===== src/assert_macros.svh =====
// ----------------------------------------------------------------------------
// Assertion macros
// Shared concurrent assertion wrappers; they compile to nothing under SYNTH.
// ----------------------------------------------------------------------------
`ifndef ASSERT_MACROS_SVH
`define ASSERT_MACROS_SVH

`ifndef SYNTH

// Check a property on every rising edge, held off while reset is asserted.
`define ASSERT_PROP(lbl, clk, rst_n, prop) \
    lbl: assert property (@(posedge clk) disable iff (!rst_n) prop) \
        else $error("property check failed");

// Check that cons holds whenever ante holds in the same cycle.
`define ASSERT_IMPL(lbl, clk, rst_n, ante, cons) \
    lbl: assert property (@(posedge clk) disable iff (!rst_n) (ante) |-> (cons)) \
        else $error("implication check failed");

`else

`define ASSERT_PROP(lbl, clk, rst_n, prop)
`define ASSERT_IMPL(lbl, clk, rst_n, ante, cons)

`endif

`endif


===== src/rti_pkg.sv =====
// ----------------------------------------------------------------------------
// rti_pkg
// Types and constants shared by the RGB to I420 converter modules.
// ----------------------------------------------------------------------------
package rti_pkg;

    // Field widths
    localparam int BYTE_W     = 8;
    localparam int ADDR_W     = 24;
    localparam int CFG_DATA_W = 13;
    localparam int CFG_IDX_W  = 2;
    localparam int MAX_RES    = 3;
    localparam int CNT_W      = 2;
    localparam int SUM_W      = 16;

    // Source formats
    typedef enum logic [1:0] {
        FMT_BGR24  = 2'd0,
        FMT_BGRX32 = 2'd1,
        FMT_YUY2   = 2'd2,
        FMT_RSVD   = 2'd3
    } t_format;

    // Destination planes
    typedef enum logic [1:0] {
        PLANE_Y = 2'd0,
        PLANE_U = 2'd1,
        PLANE_V = 2'd2
    } t_plane;

    // Configuration register indexes
    localparam logic [CFG_IDX_W-1:0] REG_FORMAT = 2'd0;
    localparam logic [CFG_IDX_W-1:0] REG_WIDTH  = 2'd1;
    localparam logic [CFG_IDX_W-1:0] REG_HEIGHT = 2'd2;

    // Reset picture size
    localparam int RST_PICTURE_WIDTH  = 640;
    localparam int RST_PICTURE_HEIGHT = 480;

    // BT.601 integer coefficients (magnitudes, signs applied in the datapath)
    localparam logic [SUM_W-1:0] C_YR  = 16'd66;
    localparam logic [SUM_W-1:0] C_YG  = 16'd129;
    localparam logic [SUM_W-1:0] C_YB  = 16'd25;
    localparam logic [SUM_W-1:0] C_UR  = 16'd38;
    localparam logic [SUM_W-1:0] C_UG  = 16'd74;
    localparam logic [SUM_W-1:0] C_UB  = 16'd112;
    localparam logic [SUM_W-1:0] C_VR  = 16'd112;
    localparam logic [SUM_W-1:0] C_VG  = 16'd94;
    localparam logic [SUM_W-1:0] C_VB  = 16'd18;
    localparam logic [SUM_W-1:0] C_RND = 16'd128;
    // Chroma offset of 128 applied before the shift by 8 (128 << 8)
    localparam logic [SUM_W-1:0] C_CBIAS = 16'h8000;
    localparam logic [BYTE_W-1:0] Y_OFFSET = 8'd16;

    // One plane write
    typedef struct packed {
        t_plane              plane;
        logic [ADDR_W-1:0]   addr;
        logic [BYTE_W-1:0]   value;
    } t_result;

    // All writes caused by one input item
    typedef struct packed {
        t_result [MAX_RES-1:0] res;
        logic [CNT_W-1:0]      cnt;
        logic                  eop;
    } t_bundle;

endpackage


===== src/rti_position.sv =====
// ----------------------------------------------------------------------------
// rti_position
// Column and source row counters of the next input item.
// ----------------------------------------------------------------------------
module rti_position
    import rti_pkg::*;
#(
    parameter int CW = 12,
    parameter int RW = 12,
    parameter int WW = 13,
    parameter int HW = 13
) (
    input  logic          i_clk,
    input  logic          i_rst_n,
    input  logic          i_restart,
    input  logic          i_advance,
    input  t_format       i_fmt,
    input  logic [WW-1:0] i_width,
    input  logic [HW-1:0] i_height,
    output logic [CW-1:0] o_col,
    output logic [RW-1:0] o_row,
    output logic          o_eop
);

    logic [CW-1:0] r_col;
    logic [RW-1:0] r_row;
    logic [CW-1:0] n_col;
    logic [RW-1:0] n_row;
    logic [WW-1:0] col_step;
    logic          row_end;
    logic          pic_end;

    always_comb begin
        col_step = WW'(r_col) + ((i_fmt == FMT_YUY2) ? WW'(2) : WW'(1));
        row_end  = (col_step >= i_width);
        pic_end  = (HW'(r_row) == (i_height - HW'(1)));
        n_col    = row_end ? '0 : CW'(col_step);
        n_row    = r_row;
        if (row_end) begin
            n_row = pic_end ? '0 : RW'(HW'(r_row) + HW'(1));
        end
    end

    always_ff @(posedge i_clk) begin
        if (!i_rst_n || i_restart) begin
            r_col <= '0;
            r_row <= '0;
        end else if (i_advance) begin
            r_col <= n_col;
            r_row <= n_row;
        end
    end

    assign o_col = r_col;
    assign o_row = r_row;
    assign o_eop = row_end && pic_end;

endmodule


===== src/rti_calc.sv =====
// ----------------------------------------------------------------------------
// rti_calc
// Color conversion and plane addressing for one item, combinational.
// ----------------------------------------------------------------------------
module rti_calc
    import rti_pkg::*;
#(
    parameter int CW = 12,
    parameter int RW = 12,
    parameter int WW = 13,
    parameter int HW = 13
) (
    input  t_format           i_fmt,
    input  logic [WW-1:0]     i_width,
    input  logic [HW-1:0]     i_height,
    input  logic [4*BYTE_W-1:0] i_data,
    input  logic [CW-1:0]     i_col,
    input  logic [RW-1:0]     i_row,
    input  logic              i_eop,
    output t_bundle           o_bundle
);

    logic [BYTE_W-1:0] b0, b1, b2, b3;
    logic [SUM_W-1:0]  y_sum, u_sum, v_sum;
    logic [BYTE_W-1:0] y_val;
    logic [RW-1:0]     orow;
    logic [ADDR_W-1:0] luma_addr;
    logic [ADDR_W-1:0] chroma_addr;
    t_plane            c_plane;

    always_comb begin
        b0 = i_data[0*BYTE_W +: BYTE_W];
        b1 = i_data[1*BYTE_W +: BYTE_W];
        b2 = i_data[2*BYTE_W +: BYTE_W];
        b3 = i_data[3*BYTE_W +: BYTE_W];

        // RGB modes: b0 blue, b1 green, b2 red
        y_sum = C_YR * SUM_W'(b2) + C_YG * SUM_W'(b1) + C_YB * SUM_W'(b0) + C_RND;
        u_sum = C_UB * SUM_W'(b0) + C_RND + C_CBIAS
              - C_UR * SUM_W'(b2) - C_UG * SUM_W'(b1);
        v_sum = C_VR * SUM_W'(b2) + C_RND + C_CBIAS
              - C_VG * SUM_W'(b1) - C_VB * SUM_W'(b0);
        y_val = y_sum[SUM_W-1 -: BYTE_W] + Y_OFFSET;

        // Flip rows in the RGB modes only
        if (i_fmt == FMT_YUY2) begin
            orow = i_row;
        end else begin
            orow = RW'(i_height - HW'(1) - HW'(i_row));
        end

        luma_addr   = ADDR_W'(orow) * ADDR_W'(i_width) + ADDR_W'(i_col);
        chroma_addr = ADDR_W'(orow >> 1) * ADDR_W'(i_width >> 1) + ADDR_W'(i_col >> 1);
        c_plane     = orow[0] ? PLANE_V : PLANE_U;

        o_bundle     = '0;
        o_bundle.eop = i_eop;
        if (i_fmt == FMT_YUY2) begin
            o_bundle.res[0] = '{plane: PLANE_Y, addr: luma_addr, value: b0};
            o_bundle.res[1] = '{plane: PLANE_Y, addr: luma_addr + ADDR_W'(1), value: b2};
            o_bundle.res[2] = '{plane: c_plane, addr: chroma_addr,
                                value: orow[0] ? b3 : b1};
            o_bundle.cnt    = CNT_W'(3);
        end else begin
            o_bundle.res[0] = '{plane: PLANE_Y, addr: luma_addr, value: y_val};
            o_bundle.res[1] = '{plane: c_plane, addr: chroma_addr,
                                value: orow[0] ? v_sum[SUM_W-1 -: BYTE_W]
                                               : u_sum[SUM_W-1 -: BYTE_W]};
            // Chroma only at even columns
            o_bundle.cnt    = i_col[0] ? CNT_W'(1) : CNT_W'(2);
        end
    end

endmodule


===== src/rti_emit.sv =====
// ----------------------------------------------------------------------------
// rti_emit
// Result register; hands out the writes of one item, one per transfer.
// ----------------------------------------------------------------------------
module rti_emit
    import rti_pkg::*;
(
    input  logic    i_clk,
    input  logic    i_rst_n,
    input  logic    i_load,
    input  t_bundle i_bundle,
    output logic    o_ready,
    input  logic    i_m_tready,
    output logic    o_valid,
    output t_result o_res,
    output logic    o_last,
    output logic    o_eop
);

    t_bundle          r_bundle;
    logic             r_valid;
    logic [CNT_W-1:0] r_idx;
    logic             n_valid;
    logic [CNT_W-1:0] n_idx;
    logic             fire;
    logic             is_last;

    always_comb begin
        fire    = r_valid && i_m_tready;
        is_last = (r_idx == r_bundle.cnt - CNT_W'(1));
        o_ready = !r_valid || (fire && is_last);
        n_valid = r_valid;
        n_idx   = r_idx;
        if (i_load && o_ready) begin
            n_valid = 1'b1;
            n_idx   = '0;
        end else if (fire) begin
            if (is_last) begin
                n_valid = 1'b0;
            end else begin
                n_idx = r_idx + CNT_W'(1);
            end
        end
    end

    always_ff @(posedge i_clk) begin
        if (!i_rst_n) begin
            r_valid <= 1'b0;
            r_idx   <= '0;
        end else begin
            r_valid <= n_valid;
            r_idx   <= n_idx;
        end
    end

    always_ff @(posedge i_clk) begin
        if (i_load && o_ready) begin
            r_bundle <= i_bundle;
        end
    end

    always_comb begin
        case (r_idx)
            2'd0:    o_res = r_bundle.res[0];
            2'd1:    o_res = r_bundle.res[1];
            default: o_res = r_bundle.res[2];
        endcase
    end

    assign o_valid = r_valid;
    assign o_last  = is_last;
    assign o_eop   = r_bundle.eop;

endmodule


===== src/rgb_to_i420_converter.sv =====
// ----------------------------------------------------------------------------
// rgb_to_i420_converter
// Packed BGR24 / BGRX32 / YUY2 stream to planar I420 plane writes (BT.601).
// ----------------------------------------------------------------------------
//  Channel   Dir  Handshake              Carries
//  s_axis    in   i_s_tvalid/o_s_tready  one pixel (BGR modes) or pixel pair
//  m_axis    out  o_m_tvalid/i_m_tready  one plane write: address, value,
//                                        plane and end-of-picture in tuser
//  cfg       in   i_cfg_valid/o_cfg_ready register index and write data
//
//  An item waits in the input register and then moves to the result register,
//  which offers its writes on m_axis, one write per transfer.
//  The single result port sets the rate, held by output stalls: one write
//  per odd-column RGB pixel, two per even-column RGB pixel, three per YUY2 pair.
//  Reset is synchronous, active low: formats and sizes return to defaults,
//  the position returns to the first pixel; there is no clearing pass.
//  A stalled output holds the result register; the input register still
//  takes one more item behind it before o_s_tready drops.
// ----------------------------------------------------------------------------
`include "assert_macros.svh"

module rgb_to_i420_converter
    import rti_pkg::*;
#(
    parameter int MAX_WIDTH  = 4096,
    parameter int MAX_HEIGHT = 4096
) (
    input  logic                  i_clk,
    input  logic                  i_rst_n,
    // Stream in
    input  logic                  i_s_tvalid,
    output logic                  o_s_tready,
    // [7:0] first_byte, [15:8] second_byte, [23:16] third_byte, [31:24] fourth_byte
    input  logic [4*BYTE_W-1:0]   i_s_tdata,
    // Stream out
    output logic                  o_m_tvalid,
    input  logic                  i_m_tready,
    // [23:0] plane_address, [31:24] sample_value
    output logic [ADDR_W+BYTE_W-1:0] o_m_tdata,
    // [1:0] plane, [2] end_of_picture
    output logic [2:0]            o_m_tuser,
    output logic                  o_m_tlast,
    // Configuration writes
    input  logic                  i_cfg_valid,
    output logic                  o_cfg_ready,
    input  logic [CFG_IDX_W-1:0]  i_cfg_index,
    input  logic [CFG_DATA_W-1:0] i_cfg_data
);

    // Position and size widths
    localparam int CW = (MAX_WIDTH  > 2) ? $clog2(MAX_WIDTH)  : 1;
    localparam int RW = (MAX_HEIGHT > 2) ? $clog2(MAX_HEIGHT) : 1;
    localparam int WW = $clog2(MAX_WIDTH + 1);
    localparam int HW = $clog2(MAX_HEIGHT + 1);

    // Effective reset sizes: clamp, force even, at least 2
    localparam int RW0   = (RST_PICTURE_WIDTH  > MAX_WIDTH)  ? MAX_WIDTH  : RST_PICTURE_WIDTH;
    localparam int RH0   = (RST_PICTURE_HEIGHT > MAX_HEIGHT) ? MAX_HEIGHT : RST_PICTURE_HEIGHT;
    localparam int RST_W = ((RW0 / 2) * 2 < 2) ? 2 : (RW0 / 2) * 2;
    localparam int RST_H = ((RH0 / 2) * 2 < 2) ? 2 : (RH0 / 2) * 2;

    // ---------------- configuration ----------------
    t_format          r_fmt;
    logic [WW-1:0]    r_width;
    logic [HW-1:0]    r_height;
    logic             cfg_fire;
    logic             cfg_restart;
    logic [CFG_DATA_W:0] w_clamp, h_clamp;

    assign o_cfg_ready = 1'b1;
    assign cfg_fire    = i_cfg_valid && o_cfg_ready;

    // Clamp to the maximum, drop bit 0, raise to at least 2
    always_comb begin
        w_clamp = ({1'b0, i_cfg_data} > (CFG_DATA_W+1)'(MAX_WIDTH))
                ? (CFG_DATA_W+1)'(MAX_WIDTH) : {1'b0, i_cfg_data};
        w_clamp[0] = 1'b0;
        if (w_clamp < (CFG_DATA_W+1)'(2)) begin
            w_clamp = (CFG_DATA_W+1)'(2);
        end
        h_clamp = ({1'b0, i_cfg_data} > (CFG_DATA_W+1)'(MAX_HEIGHT))
                ? (CFG_DATA_W+1)'(MAX_HEIGHT) : {1'b0, i_cfg_data};
        h_clamp[0] = 1'b0;
        if (h_clamp < (CFG_DATA_W+1)'(2)) begin
            h_clamp = (CFG_DATA_W+1)'(2);
        end
    end

    // Any write to a listed register restarts the picture
    always_comb begin
        cfg_restart = 1'b0;
        if (cfg_fire) begin
            unique case (i_cfg_index)
                REG_FORMAT, REG_WIDTH, REG_HEIGHT: cfg_restart = 1'b1;
                default:                           cfg_restart = 1'b0;
            endcase
        end
    end

    always_ff @(posedge i_clk) begin
        if (!i_rst_n) begin
            r_fmt    <= FMT_BGR24;
            r_width  <= WW'(RST_W);
            r_height <= HW'(RST_H);
        end else if (cfg_fire) begin
            unique case (i_cfg_index)
                REG_FORMAT: r_fmt    <= t_format'(i_cfg_data[1:0]);
                REG_WIDTH:  r_width  <= WW'(w_clamp);
                REG_HEIGHT: r_height <= HW'(h_clamp);
                default:    ;
            endcase
        end
    end

    // ---------------- input register ----------------
    logic                  r_s1_valid;
    logic [4*BYTE_W-1:0]   r_s1_data;
    logic [CW-1:0]         r_s1_col;
    logic [RW-1:0]         r_s1_row;
    logic                  r_s1_eop;
    logic                  n_s1_valid;
    logic                  emit_ready;
    logic                  in_fire;
    logic                  in_take;
    logic [CW-1:0]         pos_col;
    logic [RW-1:0]         pos_row;
    logic                  pos_eop;

    assign o_s_tready = !r_s1_valid || emit_ready;
    assign in_fire    = i_s_tvalid && o_s_tready;
    // Drop items of the reserved format: no writes, no advance
    assign in_take    = in_fire && (r_fmt != FMT_RSVD);

    rti_position #(
        .CW (CW),
        .RW (RW),
        .WW (WW),
        .HW (HW)
    ) u_position (
        .i_clk     (i_clk),
        .i_rst_n   (i_rst_n),
        .i_restart (cfg_restart),
        .i_advance (in_take),
        .i_fmt     (r_fmt),
        .i_width   (r_width),
        .i_height  (r_height),
        .o_col     (pos_col),
        .o_row     (pos_row),
        .o_eop     (pos_eop)
    );

    always_comb begin
        n_s1_valid = r_s1_valid;
        if (in_take) begin
            n_s1_valid = 1'b1;
        end else if (emit_ready) begin
            n_s1_valid = 1'b0;
        end
    end

    always_ff @(posedge i_clk) begin
        if (!i_rst_n) begin
            r_s1_valid <= 1'b0;
        end else begin
            r_s1_valid <= n_s1_valid;
        end
    end

    // Capture payload with the position it lands on
    always_ff @(posedge i_clk) begin
        if (in_take) begin
            r_s1_data <= i_s_tdata;
            r_s1_col  <= pos_col;
            r_s1_row  <= pos_row;
            r_s1_eop  <= pos_eop;
        end
    end

    // ---------------- conversion ----------------
    t_bundle calc_bundle;

    rti_calc #(
        .CW (CW),
        .RW (RW),
        .WW (WW),
        .HW (HW)
    ) u_calc (
        .i_fmt    (r_fmt),
        .i_width  (r_width),
        .i_height (r_height),
        .i_data   (r_s1_data),
        .i_col    (r_s1_col),
        .i_row    (r_s1_row),
        .i_eop    (r_s1_eop),
        .o_bundle (calc_bundle)
    );

    // ---------------- result register and output ----------------
    t_result out_res;
    logic    out_eop;

    rti_emit u_emit (
        .i_clk      (i_clk),
        .i_rst_n    (i_rst_n),
        .i_load     (r_s1_valid),
        .i_bundle   (calc_bundle),
        .o_ready    (emit_ready),
        .i_m_tready (i_m_tready),
        .o_valid    (o_m_tvalid),
        .o_res      (out_res),
        .o_last     (o_m_tlast),
        .o_eop      (out_eop)
    );

    assign o_m_tdata = {out_res.value, out_res.addr};
    assign o_m_tuser = {out_eop, out_res.plane};

    // ---------------- assertions ----------------
    // Position never leaves the picture
    `ASSERT_PROP(a_pos_in_range, i_clk, i_rst_n, (WW'(pos_col) < r_width) && (HW'(pos_row) < r_height))
    // Chroma writes always close their item
    `ASSERT_IMPL(a_chroma_is_last, i_clk, i_rst_n, o_m_tvalid && (o_m_tuser[1:0] != PLANE_Y), o_m_tlast)
    // An item's writes continue back to back until the last one
    `ASSERT_PROP(a_item_continues, i_clk, i_rst_n, (o_m_tvalid && i_m_tready && !o_m_tlast) |=> o_m_tvalid)
    // A held input item keeps its payload
    `ASSERT_PROP(a_s1_holds, i_clk, i_rst_n, (r_s1_valid && !emit_ready) |=> (r_s1_valid && $stable(r_s1_data)))

endmodule

===== config.mk =====
export PLATFORM = sky130hd
export DESIGN_NAME = rgb_to_i420_converter
export DESIGN_NICKNAME = d
export VERILOG_FILES = /design/src/rti_pkg.sv /design/src/rti_position.sv /design/src/rti_calc.sv /design/src/rti_emit.sv /design/src/rgb_to_i420_converter.sv
export VERILOG_INCLUDE_DIRS = /design/src /design/src/src
export SDC_FILE = /design/constraint.sdc
export NUM_CORES = 1
export LEC_CHECK = 0
export BUFFER_PORTS_ARGS = -buffer_cell sky130_fd_sc_hd__buf_2
export CORE_MARGIN = 2
export CORE_UTILIZATION = 52
export CTS_CLUSTER_DIAMETER = 150
export DETAILED_ROUTE_END_ITERATION = 8
export GPL_TIMING_DRIVEN = 1
export PLACE_DENSITY = 0.69
export SETUP_SLACK_MARGIN = 0.3
export SKIP_LAST_GASP = 1
export SLEW_MARGIN = 20
export SYNTH_ARGS = -nofsm -noshare
export SYNTH_HDL_FRONTEND = slang
export SYNTH_SLANG_ARGS = --single-unit

===== constraint.sdc =====
create_clock -name i_clk -period 12 [get_ports i_clk]
set_clock_uncertainty 0.2 [all_clocks]
set_input_delay 0 -clock i_clk [delete_from_list [all_inputs] [get_ports i_clk]]
set_output_delay 0 -clock i_clk [all_outputs]
set_load 0.02 [all_outputs]

# == After elaboration in Yosys (flattened, before gate mapping) ==
# Cells that the tools add are included.
# op_classes
n_eq_ne,7
n_addsub,21
n_mux,19
reduce_logical,25
mul,11
n_lt_le_gt_ge,3
n_div,0
shift,0
bitwise_logic,2
# ops
operator,count
two-way mux 68 bit,1
one-hot mux 34 bit (2 select lines),1
"multiplier 6 x 8 -> 14 bit, first input constant",3
two-way mux 12 bit,3
"adder 15 x 8 -> 16 bit, second input constant",2
"adder 16 bit, second input constant",2
subtractor 16 x 15 -> 16 bit,2
"multiplier 5 x 8 -> 13 bit, first input constant",2
two-way mux 13 bit,2
"adder 24 x 1 -> 24 bit, second input constant",1
adder 24 x 11 -> 24 bit,1
adder 24 x 12 -> 24 bit,1
multiplier 12 x 13 -> 24 bit,1
multiplier 11 x 12 -> 23 bit,1
"multiplier 3 x 8 -> 11 bit, first input constant",2
adder 15 x 16 -> 16 bit,1
adder 16 x 13 -> 16 bit,1
"adder 16 x 8 -> 16 bit, second input constant",1
"multiplier 8 x 8 -> 16 bit, first input constant",1
two-way mux 8 bit,2
subtractor 16 x 13 -> 16 bit,1
subtractor 16 x 14 -> 16 bit,1
adder 12 x 13 -> 13 bit,1
== test 12 x 13 -> 1 bit,1
25 further kinds,53
# word_totals
rom_bits,0
memories,0
register_bits,218
elab_cells,111
out_inout_bits,39
input_bits,52
mem_bits_rw,0
latch_bits,0

# == Logic depth before layout (Yosys ltp) ==
# Gate-level depths: netlist of run 1.
# logic_depth
ltp_word,8
mapped_depth,34
ltp_nobuf,33

# == Modules after synthesis ==
# From an unflattened synthesis of run 1, not the netlist that was laid out.
# unflattened
cells_unflattened,2703
area_unflattened_um2,25841.0
# by_module_without_submodules
module,area_per_inst_um2,seq_area_each_um2,cells_each,n_inst
rti_calc,16986.3,0.0,2003,1
rti_emit,3932.5,3213.1,246,1
rgb_to_i420_converter,2860.2,2252.2,190,1
rti_position,2062.0,480.5,264,1

# == Worst setup path after synthesis of run 1 ==
# Ideal clock, no wire load.
# synth_path
kind,register to register
from,register r_height[1]
to,register u_emit.r_bundle[66] in the netlist's numbering (data pin)
required_time_ns,11.527
arrival_ns,8.051
stages_incl_launch_ff,31
path_buffers,2
setup_slack_ns,3.476
period_less_slack_ns,8.524
setup_time_ns,0.273
cell_sequence,dfxtp_1 -> or4_4 -> or4_4 -> nor3_2 -> xor2_1 -> ha_1 -> clkbuf_1 -> nand2_1 -> o41ai_1 -> xor2_1 -> nand2_1 -> xor2_1 -> nor2_1 -> fa_1 -> inv_1 -> fa_1 -> fa_1 -> fa_1 -> fa_1 -> inv_1 -> ha_1 -> buf_2 -> o21ai_0 -> a211o_1 -> or4_4 -> a2111o_1 -> o211ai_2 -> nand3_4 -> nor3_2 -> xor2_1 -> mux2i_1
# synth_rtl
element,line,text
"start, declared",rgb_to_i420_converter.sv:65,logic [HW-1:0] r_height;
"start signal, assigned",rgb_to_i420_converter.sv:104,r_height <= HW'(RST_H);
"start signal, assigned",rgb_to_i420_converter.sv:109,REG_HEIGHT: r_height <= HW'(h_clamp);
"end signal, assigned",rti_emit.sv:58,r_bundle <= i_bundle;
"end, declared",rti_emit.sv:20,t_bundle r_bundle;

==> results of run 1 <==
per-stage QoR:
stage          setup slack (ns)  hold slack [ns]
2_1_floorplan             3.476          -0.1011
3_3_place_gp              2.567         -0.02366
3_5_place_dp              2.324         -0.02190
4_1_cts                   2.284          0.09214
5_1_grt                   1.517           0.1363
6_report                  2.185           0.1073
power by group through the flow:
| stage | Sequential [mW] | Clock, mW | Combinational, mW |
|---|---|---|---|
| 2_1_floorplan | 1.08 | 0 | 3.64 |
| 5_1_grt | 1.09 | 0.946 | 5.39 |
| 4_1_cts | 1.08 | 0.919 | 4.74 |
| 3_3_place_gp | 1.10 | 0 | 4.52 |
| 3_5_place_dp | 1.10 | 0 | 4.66 |
| 6_report | 1.09 | 0.906 | 4.77 |
cell families (layout without fill, tap and decap cells):
kind of cell	Yosys count	in the layout	synth area share [%]
mux	24	24	0.9514
fa+ha+maj	586	586	35.39
simple gates	729	729	14.44
other cells	1	1	0.01470
buf+inv	531	696	7.950
compound gates	448	448	12.07
flops	214	214	23.07
xor+xnor	178	178	6.111
cell usage in the layout, fill, tap and decap left out, types with 15 or more instances in the layout:
cell           netlist  routed
or3_1               21      21
a21o_1              25      25
buf_2                7      89
nor2_1             130     129
a21oi_1            127     124
o21ai_0             57      56
clkbuf_16            0      29
o211ai_1            17      17
a22oi_1             32      32
buf_4                3      15
nor3_1              53      53
xnor2_1            107     107
inv_1              438     437
xor2_1              71      71
nand2_1            238     238
ha_1               360     360
or4_1               15      15
and3_1              15      15
o21a_1              19      19
fa_1               226     226
nand4_1             19      19
edfxtp_1           160     160
dlygate4sd3_1        0     101
a21boi_0            19      19
and2_1              85      85
o21bai_1            27      27
mux2i_1             22      22
dfxtp_1             54      54
nand3_1             59      59
state kept, by name, indices dropped and copies added (netlist names), 2 cells and up:
| name | cells |
|---|---|
| r_fmt | 2 |
| r_height | 12 |
| r_s1_col | 12 |
| r_s1_data | 32 |
| r_s1_row | 12 |
| r_width | 12 |
| u_emit.r_bundle | 102 |
| u_emit.r_idx | 2 |
| u_position.o_col | 12 |
| u_position.o_row | 12 |
path summary, 6_finish.rpt:
path                            slack, ns                  end  depth (start not counted)     startpoint
worst min-delay path                 0.11           r_width[2]                          4  i_cfg_data[2]
worst max register to register       2.18  u_emit.r_bundle[68]                         30    r_height[1]
worst min register to register       0.23         u_emit.o_eop                          0       r_s1_eop
worst max-delay path                 2.18  u_emit.r_bundle[68]                         30    r_height[1]
critical path: cells and delay by family, from the launching register on:
| kind | cells | cell delay [ns] |
|---|---|---|
| XOR/XNOR | 4 | 1.08 |
| AND/OR/NAND/NOR | 11 | 2.94 |
| flip-flops | 1 | 0.36 |
| buffers and inverters | 4 | 0.24 |
| adder cells (fa/ha/maj) | 7 | 3.97 |
| AO/OA/AOI/OAI | 4 | 0.74 |
metal layers:
layer / GRT usage (%) / up-vias
met5: 0 / -
met1: 35.04 / 9740
met2: 45.02 / 600
met4: 7.669 / 0
met3: 2.699 / 112
li1: - / 9461
final cells by class:
class | count | area [sq um]
tap | 622 | 778.2
clock inverter | 21 | 260.3
sequential | 214 | 5886
multi-input combinational | 1966 | 17660
timing repair buffer | 205 | 1569
fill | 4166 | 20100
clock buffer | 31 | 743.2
inverter | 439 | 1648
==> impl_results.md, run 1 <==
* I/O Buffers at a little under 90
* Net Sw Frac at approximately half
* Share of layout cells above drive strength 1 at about 7.5%
* Final Cycle Share at slightly above 80%
* Worst slew margin at between 30% and 40%
* Die width at about 230 um
* Clock transition at path regs at 0.06 ns
* Maxcap violations at 0
* Asr flop ratio synth at 0%
* Hold/Removal Path Class: in -> reg
* Synthesized area at between 0.02 and 0.03 sq mm
* Slew @ Worst Pin at 1.030 ns
* Post-synthesis register bit count at approximately 210
* Via Count at approximately 20000
* I/O pins at 91
* RSZ-0062 raised after global routing: no
* Outcome: finished, final reports clean
* CTS tree: done
* Ant diodes at 0
* Post-CTS Resized at 0
* Clk_lat worst skew at between 0.5 and 0.6 ns
* Post-CTS Setup Inserts at 0
* Clock power frac at 13.4%
* Largest net degree at the start of global routing at between 70 and 80
* Synth Instances at around 2700
* Final std cells w/o fill at between 3000 and 4000
* Dominant cells by area after synthesis: edfxtp_1 19%, fa_1 18%, ha_1 18%, inv_1 6.4%, dfxtp_1 4.2%
* YS warnings at 0
* Main synth FF type: edfxtp_1
* Syn nets at around 3300
* Vias in the first global route at 20750
* DP Wirelength at between 40000 and 50000 um
* Crit path max fanout at 26
* Most used cell, CP: fa_1
* Routability cong. at ~0.89
* WL met2 at about 30000 um
* Most area-hungry cell type in the Yosys netlist: edfxtp_1
* Synth cell types at 96
* CTS root buf: clkbuf_16
* Seq/Total Area, Yosys at 23.07%
* Final core utilization at between 50% and 60%
* Top-count cell post-synth: inv_1
* TNS Setup at 0 ns
* Starting density of the core at a little over half
* GRT Overall Usage at between 20% and 30%
* Final wirelength at approximately 64000 um
* Clk sink count at between 200 and 250
* Worst vdd ir at 195.0 uV
* Final setup fails at 0
* Max layer used: met4
* Detailed Route Iter0 Violations at 1419
* Number of cell rows at 81
* First-pass GRT wire length at between 100000 and 150000 um
* Combinational power share at between 70% and 80%
* CP max-delay cell: ha_1
* Leak Pwr at approximately 13 nW
* Hold buffers post-CTS at ~100
* Final instance area at between 0.02 and 0.03 sq mm
* Crit path largest cell delay at around 0.81 ns
* Placed insts at between 3000 and 4000
* CP Class: reg -> reg
* EDFF count, synth at between 150 and 200
* Critical Path AT at just under 10 ns
* Met3 WL at between 3000 and 4000 um
* Initial antenna violation count at 1
* Post-synth top cells: 438 x inv_1, 360 x ha_1, 238 x nand2_1
* Tmin final at just under 10 ns
* Height of the die at 225.5 um
* Placed Area at between 0.02 and 0.03 sq mm
* Final hold vios at 0
* Worst EP required at approximately 12 ns
* Fmax at 101.9 MHz
* NumNets Final at about 3500
* Crit path capture type: flip-flop
* Die Area at roughly 0.051 sq mm
* Sequential power share at between 10% and 20%
* H-tree levels at 1
* Drt pass-1 iters at 5
* Worst Setup Start Kind: flip-flop
* Total CTS buffers at 28
* DRC Markers at 0
* Power Total at ~6.8 mW
* Met1 WL at 27920 um
* WL/cell at 18.30 um
* Top cell type's share of synthesized area at a little under a fifth
* Synth-to-layout area growth at 11.88%
* Net switching power at between 3 and 4 mW
* Global route overflow at 0
* Max Slew Vio Count at 0
* Routed vias/inst at 5.693
* Core Box Area at roughly 0.049 sq mm
* Max Root-Sink Buffers at 3
* Avg Inst Size Synth at 9.411 sq um
* Power Dens Cells at around 240 mW/mm^2
* Internal power at about 3.5 mW
* Post-DRT Antenna Nets at 0
Note: power is estimated with default switching activity, not from simulation.
==> inputs of run 2 (changes only) <==
--- a/config.mk
+++ b/config.mk
@@ -6,13 +6,14 @@
 export SDC_FILE = /design/constraint.sdc
 export NUM_CORES = 1
 export LEC_CHECK = 0
+export ABC_AREA = 1
 export BUFFER_PORTS_ARGS = -buffer_cell sky130_fd_sc_hd__buf_2
 export CORE_MARGIN = 2
 export CORE_UTILIZATION = 52
 export CTS_CLUSTER_DIAMETER = 150
 export DETAILED_ROUTE_END_ITERATION = 8
 export GPL_TIMING_DRIVEN = 1
-export PLACE_DENSITY = 0.69
+export PLACE_DENSITY = 0.71
 export SETUP_SLACK_MARGIN = 0.3
 export SKIP_LAST_GASP = 1
 export SLEW_MARGIN = 20
==> constraint.sdc (replaced) <==
create_clock -name i_clk -period 9 [get_ports i_clk]
set_clock_uncertainty 0.2 [all_clocks]
set_input_delay 0 -clock i_clk [delete_from_list [all_inputs] [get_ports i_clk]]
set_output_delay 0 -clock i_clk [all_outputs]
set_load 0.02 [all_outputs]
==> run 2 against run 1 <==
Compared with the run above:
- highest routed layer unchanged
- first-iteration DRC count grew 24%
- sequential cell count unchanged
- die area grew 1.8%
- critical path depth is 8 higher
- clock-buffer cell count shrank 3
- cell area grew 1.9%
- global-route usage increased by 1.0 points
- worst hold slack better by 0.056 ns
- via count grew 10%
==> impl_results.md, run 2 <==
* Outcome: finished, final reports clean (unchanged)
* Max reg flops at 102 (unchanged)
* Core Box Area at 0.04915 sq mm (was 0.04865 sq mm)
* Biggest register: u_emit.r_bundle (unchanged)
* Commonest non-fill, non-tap cell in the layout: nand2_1 (was inv_1)
* Drt pass-1 iters at 5 (unchanged)
* Tmin final at 8.159 ns (was 9.815 ns)
* Max Slew Vio Count at 0 (unchanged)
* TNS Setup at 0 ns (unchanged)
* Final wirelength at 69890 um (was 64010 um)
* GRT Overall Usage at 27.24% (was 26.21%)
* Height of the die at 227.5 um (was 225.5 um)
* Most area-hungry cell type in the Yosys netlist: edfxtp_1 (unchanged)
* Synth cell types at 57 (was 96)
* Die Area at 0.05176 sq mm (was 0.05085 sq mm)
* Fmax at 122.6 MHz (was 101.9 MHz)
* I/O pins at 91 (unchanged)
* Post-synthesis register bit count at 214 (unchanged)
* Seq/Total Area, Yosys at 22.66% (was 23.07%)
* Final setup fails at 0 (unchanged)
* Share of layout cells above drive strength 1 at 6.274% (was 7.510%)
* Total CTS buffers at 25 (was 28)
* Initial antenna violation count at 0 (was 1)
* Vias in the first global route at 21000 (was 20750)
* Top cell family by delay on the critical path: adder cells (unchanged)
* Maxcap violations at 0 (unchanged)
* Final hold vios at 0 (unchanged)
* DP Wirelength at 54300 um (was 48280 um)
* Post-synth top cells: 698 x nand2_1, 648 x inv_1, 360 x ha_1 (was 438 x inv_1, 360 x ha_1, 238 x nand2_1)
* Worst EP required at 9.06 ns (was 12.08 ns)
* Placed insts at 3955 (was 3345)
* H-tree levels at 1 (unchanged)
* Post-DRT Antenna Nets at 0 (unchanged)
* Clk_lat worst skew at 0.56 ns (was 0.57 ns)
* CP Class: reg -> reg (unchanged)
* Avg Inst Size Synth at 8.020 sq um (was 9.411 sq um)
* CP max-delay cell: fa_1 (was ha_1)
* Hold/Removal Path Class: in -> reg (unchanged)
* YS warnings at 0 (unchanged)
* Synthesized area at 0.02598 sq mm (was 0.02551 sq mm)
* Global route overflow at 0 (unchanged)
* Worst slew margin at 21.76% (was 30.95%)
* Max Root-Sink Buffers at 3 (unchanged)
* WL/cell at 17.01 um (was 18.30 um)
* CTS root buf: clkbuf_16 (unchanged)
* Clock transition at path regs at 0.06 ns (about the same)
* Final std cells w/o fill at 4108 (was 3498)
* EDFF count, synth at 160 (unchanged)
* DRC Markers at 0 (unchanged)
* CTS tree: done (unchanged)
* First-pass GRT wire length at 109400 um (was 106500 um)
* Crit path largest cell delay at 0.55 ns (was 0.81 ns)
* Final Hold Slack at 0.1632 ns (was 0.1073 ns)
* Main synth FF type: edfxtp_1 (unchanged)
* Asr flop ratio synth at 0% (unchanged)
* Bufs and invs on worst path at 9 (was 4)
* Top cell type's share of synthesized area at 18.50% (was 18.83%)
* Final Cycle Share at 90.65% (was 81.79%)
* Worst Setup Start Kind: flip-flop (unchanged)
* Critical Path AT at 8.22 ns (was 9.90 ns)
* Detailed Route Iter0 Violations at 1766 (was 1419)
* Top-count cell post-synth: nand2_1 (was inv_1)
* Regs by FF count: u_emit.r_bundle x102, r_s1_data x32 (unchanged)
* Most used cell, CP: inv_1 (was fa_1)
* Dominant cells by area after synthesis: edfxtp_1 18%, fa_1 17%, ha_1 17%, nand2_1 10%, inv_1 9.4% (was edfxtp_1 19%, fa_1 18%, ha_1 18%, inv_1 6.4%, dfxtp_1 4.2%)
* Starting density of the core at 52.85% (was 52.44%)
* Clk sink count at 214 (unchanged)
* I/O Buffers at 89 (unchanged)
* Synth-to-layout area growth at 11.95% (was 11.88%)
* Syn nets at 3877 (was 3349)
* Crit path capture type: flip-flop (unchanged)
* Synth Instances at 3239 (was 2711)
* Crit path max fanout at 11 (was 26)
* Die width at 227.5 um (was 225.5 um)
* Number of cell rows at 81 (unchanged)
* NumNets Final at 4064 (was 3492)
* Largest net degree at the start of global routing at 80 (was 79)
* Routed vias/inst at 5.336 (was 5.693)
* RSZ-0062 raised after global routing: no (unchanged)
* Fill count at 4458 (was 4166)
* Slew @ Worst Pin at 1.166 ns (was 1.030 ns)
* Via Count at 21920 (was 19910)
* Leading cell types in the layout, fill and taps excluded: 696 x nand2_1, 647 x inv_1, 359 x ha_1 (was 437 x inv_1, 360 x ha_1, 238 x nand2_1)
* Routability cong. at 0.9236 (was 0.8892)
-- run 2: worst paths after layout --
check | startpoint | cells after the start | slack [ns] | endpoint
worst min register to register | r_s1_eop | 0 | 0.22 | u_emit.o_eop
worst max-delay path | r_height[1] | 38 | 0.84 | u_emit.r_bundle[62]
worst min-delay path | i_cfg_data[12] | 4 | 0.16 | r_height[12]
worst max register to register | r_height[1] | 38 | 0.84 | u_emit.r_bundle[62]
-- run 2: per-layer routing --
layer  vias up  track usage [%]  part of all wire (%)
met5         -                0                     0
met3       133            3.795                   7.2
met2       725            43.79                    46
li1      10720                -                     -
met4         0            7.674                   2.9
met1     10340            38.46                    44
-- run 2: final cells by class --
type	instances	area (sq um)	area share [%]
inverter	663	2489	8.557
tap	664	830.8	2.857
sequential	214	5886	20.24
timing repair buffer	210	1617	5.559
clock inverter	16	167.7	0.5765
antenna	1	2.502	0.008605
multi-input combinational	2312	17450	60.01
clock buffer	28	636.9	2.190
-- run 2: repair_timing --
action	in CTS	in global routing
hold buffers	105	0
endpoints found under the setup margin	0	24
buffers inserted	0	3
gates resized for setup	0	12
hold endpoints to repair	76	0
-- run 2: cells by family (layout without fill, tap and decap cells) --
logic type / after synthesis / in the layout / share of synthesized area (%)
compound gates: 400 / 400 / 8.815
xor+xnor: 104 / 104 / 3.564
fa+ha+maj: 586 / 586 / 34.76
buf+inv: 713 / 917 / 10.38
flops: 214 / 214 / 22.66
mux: 1 / 1 / 0.03854
other cells: 1 / 2 / 0.01444
simple gates: 1220 / 1220 / 19.77
-- run 2: worst min-delay path, delay by kind of cell --
kind,cells,cell delay (ns)
buffers and inverters,3,0.74
AOI/OAI and AO/OA,1,0.14
-- run 2: stage by stage --
| stage | setup slack (ns) | instance area [sq um] | util (%) |
|---|---|---|---|
| 5_1_grt | 0.2862 | 29080 | 59.16 |
| 6_report | 0.8413 | 29080 | 59.17 |
| 3_3_place_gp | 0.8040 | 27160 | 55.25 |
| 3_5_place_dp | 0.5896 | 27160 | 55.25 |
| 2_1_floorplan | 1.299 | 25980 | - |
| 4_1_cts | 0.5409 | 29010 | 59.03 |
Power of run 2 is not shown: default switching activity piles up to over one toggle a cycle in this logic, so the estimate is an artifact.
==> inputs of run 3 (changes only) <==
--- a/config.mk
+++ b/config.mk
@@ -9,11 +9,10 @@
 export ABC_AREA = 1
 export BUFFER_PORTS_ARGS = -buffer_cell sky130_fd_sc_hd__buf_2
 export CORE_MARGIN = 2
-export CORE_UTILIZATION = 52
+export CORE_UTILIZATION = 39
 export CTS_CLUSTER_DIAMETER = 150
 export DETAILED_ROUTE_END_ITERATION = 8
 export GPL_TIMING_DRIVEN = 1
-export PLACE_DENSITY = 0.71
 export SETUP_SLACK_MARGIN = 0.3
 export SKIP_LAST_GASP = 1
 export SLEW_MARGIN = 20
==> run 3 against run 2 <==
Compared with the run above:
- utilization shrank 15 points
- worst setup slack lost 0.0031 ns
- routed wire length shrank 0.58%
- register-to-register slack is essentially flat
- critical path type unchanged
- critical endpoint unchanged
==> impl_results.md, run 3 (synthesis results as in run 2) <==
* Slew @ Worst Pin at 1.097 ns (was 1.166 ns)
* Worst EP required at 9.08 ns (was 9.06 ns)
* Largest net degree at the start of global routing at 79 (was 80)
* WL/cell at 16.13 um (was 17.01 um)
* Clock transition at path regs at 0.06 ns (about the same)
* Core Box Area at 0.06586 sq mm (was 0.04915 sq mm)
* Clk sink count at 214 (unchanged)
* Crit path largest cell delay at 0.56 ns (was 0.55 ns)
* Height of the die at 262.1 um (was 227.5 um)
* Clk_lat worst skew at 0.56 ns (about the same)
* Share of layout cells above drive strength 1 at 6.216% (was 6.274%)
* Routed vias/inst at 4.960 (was 5.336)
* Number of cell rows at 94 (was 81)
* TNS Setup at 0 ns (unchanged)
* CTS tree: done (unchanged)
* Maxcap violations at 0 (unchanged)
* Detailed Route Iter0 Violations at 1317 (was 1766)
* Post-DRT Antenna Nets at 0 (unchanged)
* Die width at 262.1 um (was 227.5 um)
* Routability cong. at 0.9200 (was 0.9236)
* Total CTS buffers at 25 (unchanged)
* Drt pass-1 iters at 5 (unchanged)
* Post-CTS Setup Inserts at 0 (unchanged)
* I/O Buffers at 89 (unchanged)
* Worst slew margin at 26.36% (was 21.76%)
* CP max-delay cell: fa_1 (unchanged)
* First-pass GRT wire length at 110800 um (was 109400 um)
* NumNets Final at 4062 (was 4064)
* Fmax at 122.5 MHz (was 122.6 MHz)
* Starting density of the core at 39.44% (was 52.85%)
* Top cell family by delay on the critical path: adder cells (unchanged)
* Biggest register: u_emit.r_bundle (unchanged)
* Regs by FF count: u_emit.r_bundle x102, r_s1_data x32 (unchanged)
* Final instance area at 0.02929 sq mm (was 0.02908 sq mm)
* CTS root buf: clkbuf_16 (unchanged)
* H-tree levels at 1 (unchanged)
* Critical Path AT at 8.24 ns (was 8.22 ns)
* Placed Area at 0.02740 sq mm (was 0.02716 sq mm)
* Tmin final at 8.162 ns (was 8.159 ns)
* Final setup fails at 0 (unchanged)
* Die Area at 0.06869 sq mm (was 0.05176 sq mm)
* Via Count at 21360 (was 21920)
* Most used cell, CP: inv_1 (unchanged)
* Final hold vios at 0 (unchanged)
* CP Class: reg -> reg (unchanged)
* Leading cell types in the layout, fill and taps excluded: 697 x nand2_1, 647 x inv_1, 359 x ha_1 (was 696 x nand2_1, 647 x inv_1, 359 x ha_1)
* Final Cycle Share at 90.69% (was 90.65%)
* Max reg flops at 102 (unchanged)
* Commonest non-fill, non-tap cell in the layout: nand2_1 (unchanged)
* Initial antenna violation count at 1 (was 0)
* Max Slew Vio Count at 0 (unchanged)
* I/O pins at 91 (unchanged)
* Vias in the first global route at 20820 (was 21000)
* Bufs and invs on worst path at 6 (was 9)
* Outcome: finished, final reports clean (unchanged)
* GRT Overall Usage at 20.43% (was 27.24%)
* DP Wirelength at 56660 um (was 54300 um)
* Hold/Removal Path Class: in -> reg (unchanged)
* Crit path max fanout at 8 (was 11)
* Final wirelength at 69480 um (was 69890 um)
* Synth-to-layout area growth at 12.77% (was 11.95%)
* Ant diodes at 0 (was 1)
* Worst Setup Start Kind: flip-flop (unchanged)
* RSZ-0062 raised after global routing: no (unchanged)
* DRC Markers at 0 (unchanged)
* Max Root-Sink Buffers at 3 (unchanged)
* Global route overflow at 0 (unchanged)
* Crit path capture type: flip-flop (unchanged)
* Fill count at 6580 (was 4458)
[run 3: final timing paths]
| path | slack (ns) | from | end | cells past startpoint |
|---|---|---|---|---|
| max | 0.84 | r_height[1] | u_emit.r_bundle[62] | 34 |
| min | 0.04 | i_s_tdata[26] | r_s1_data[26] | 2 |
| max reg2reg | 0.84 | r_height[1] | u_emit.r_bundle[62] | 34 |
| min reg2reg | 0.23 | r_s1_eop | u_emit.o_eop | 0 |
[run 3: per-stage QoR]
stage               util (%)  setup slack (ns)  hold slack, ns  std cells
floorplan                  -             1.299         -0.1011       3239
global placement       41.60            0.7645        -0.02349       4154
detailed placement     41.60            0.6437        -0.02131       4154
CTS                    44.43            0.6410         0.01180       4307
global route           44.48            0.3256         0.04156       4307
finish                 44.48            0.8382         0.04137       4307
[run 3: per-layer routing]
| layer | global-route usage, % | wire [um] |
|---|---|---|
| met5 | 0 | 0 |
| met4 | 4.520 | 1485 |
| met3 | 2.199 | 3138 |
| met2 | 32.44 | 30970 |
| met1 | 29.92 | 33880 |
[run 3: area by class of cell]
type | instances | area [sq um] | area share (%)
multi-input cells | 2312 | 17440 | 59.54
flip-flops and latches | 214 | 5886 | 20.09
inverters | 663 | 2489 | 8.496
repair buffers | 208 | 1607 | 5.484
well taps | 864 | 1081 | 3.690
clock buffers | 36 | 726.9 | 2.482
clock inverters | 10 | 62.56 | 0.2136
[run 3: timing repair]
item                       4_1_cts  5_1_grt
hold buffers                   107        0
setup endpoints to repair        0       19
gates resized for setup          0        9
hold endpoints to repair        76        0
Power of run 3 is left out for the same reason.
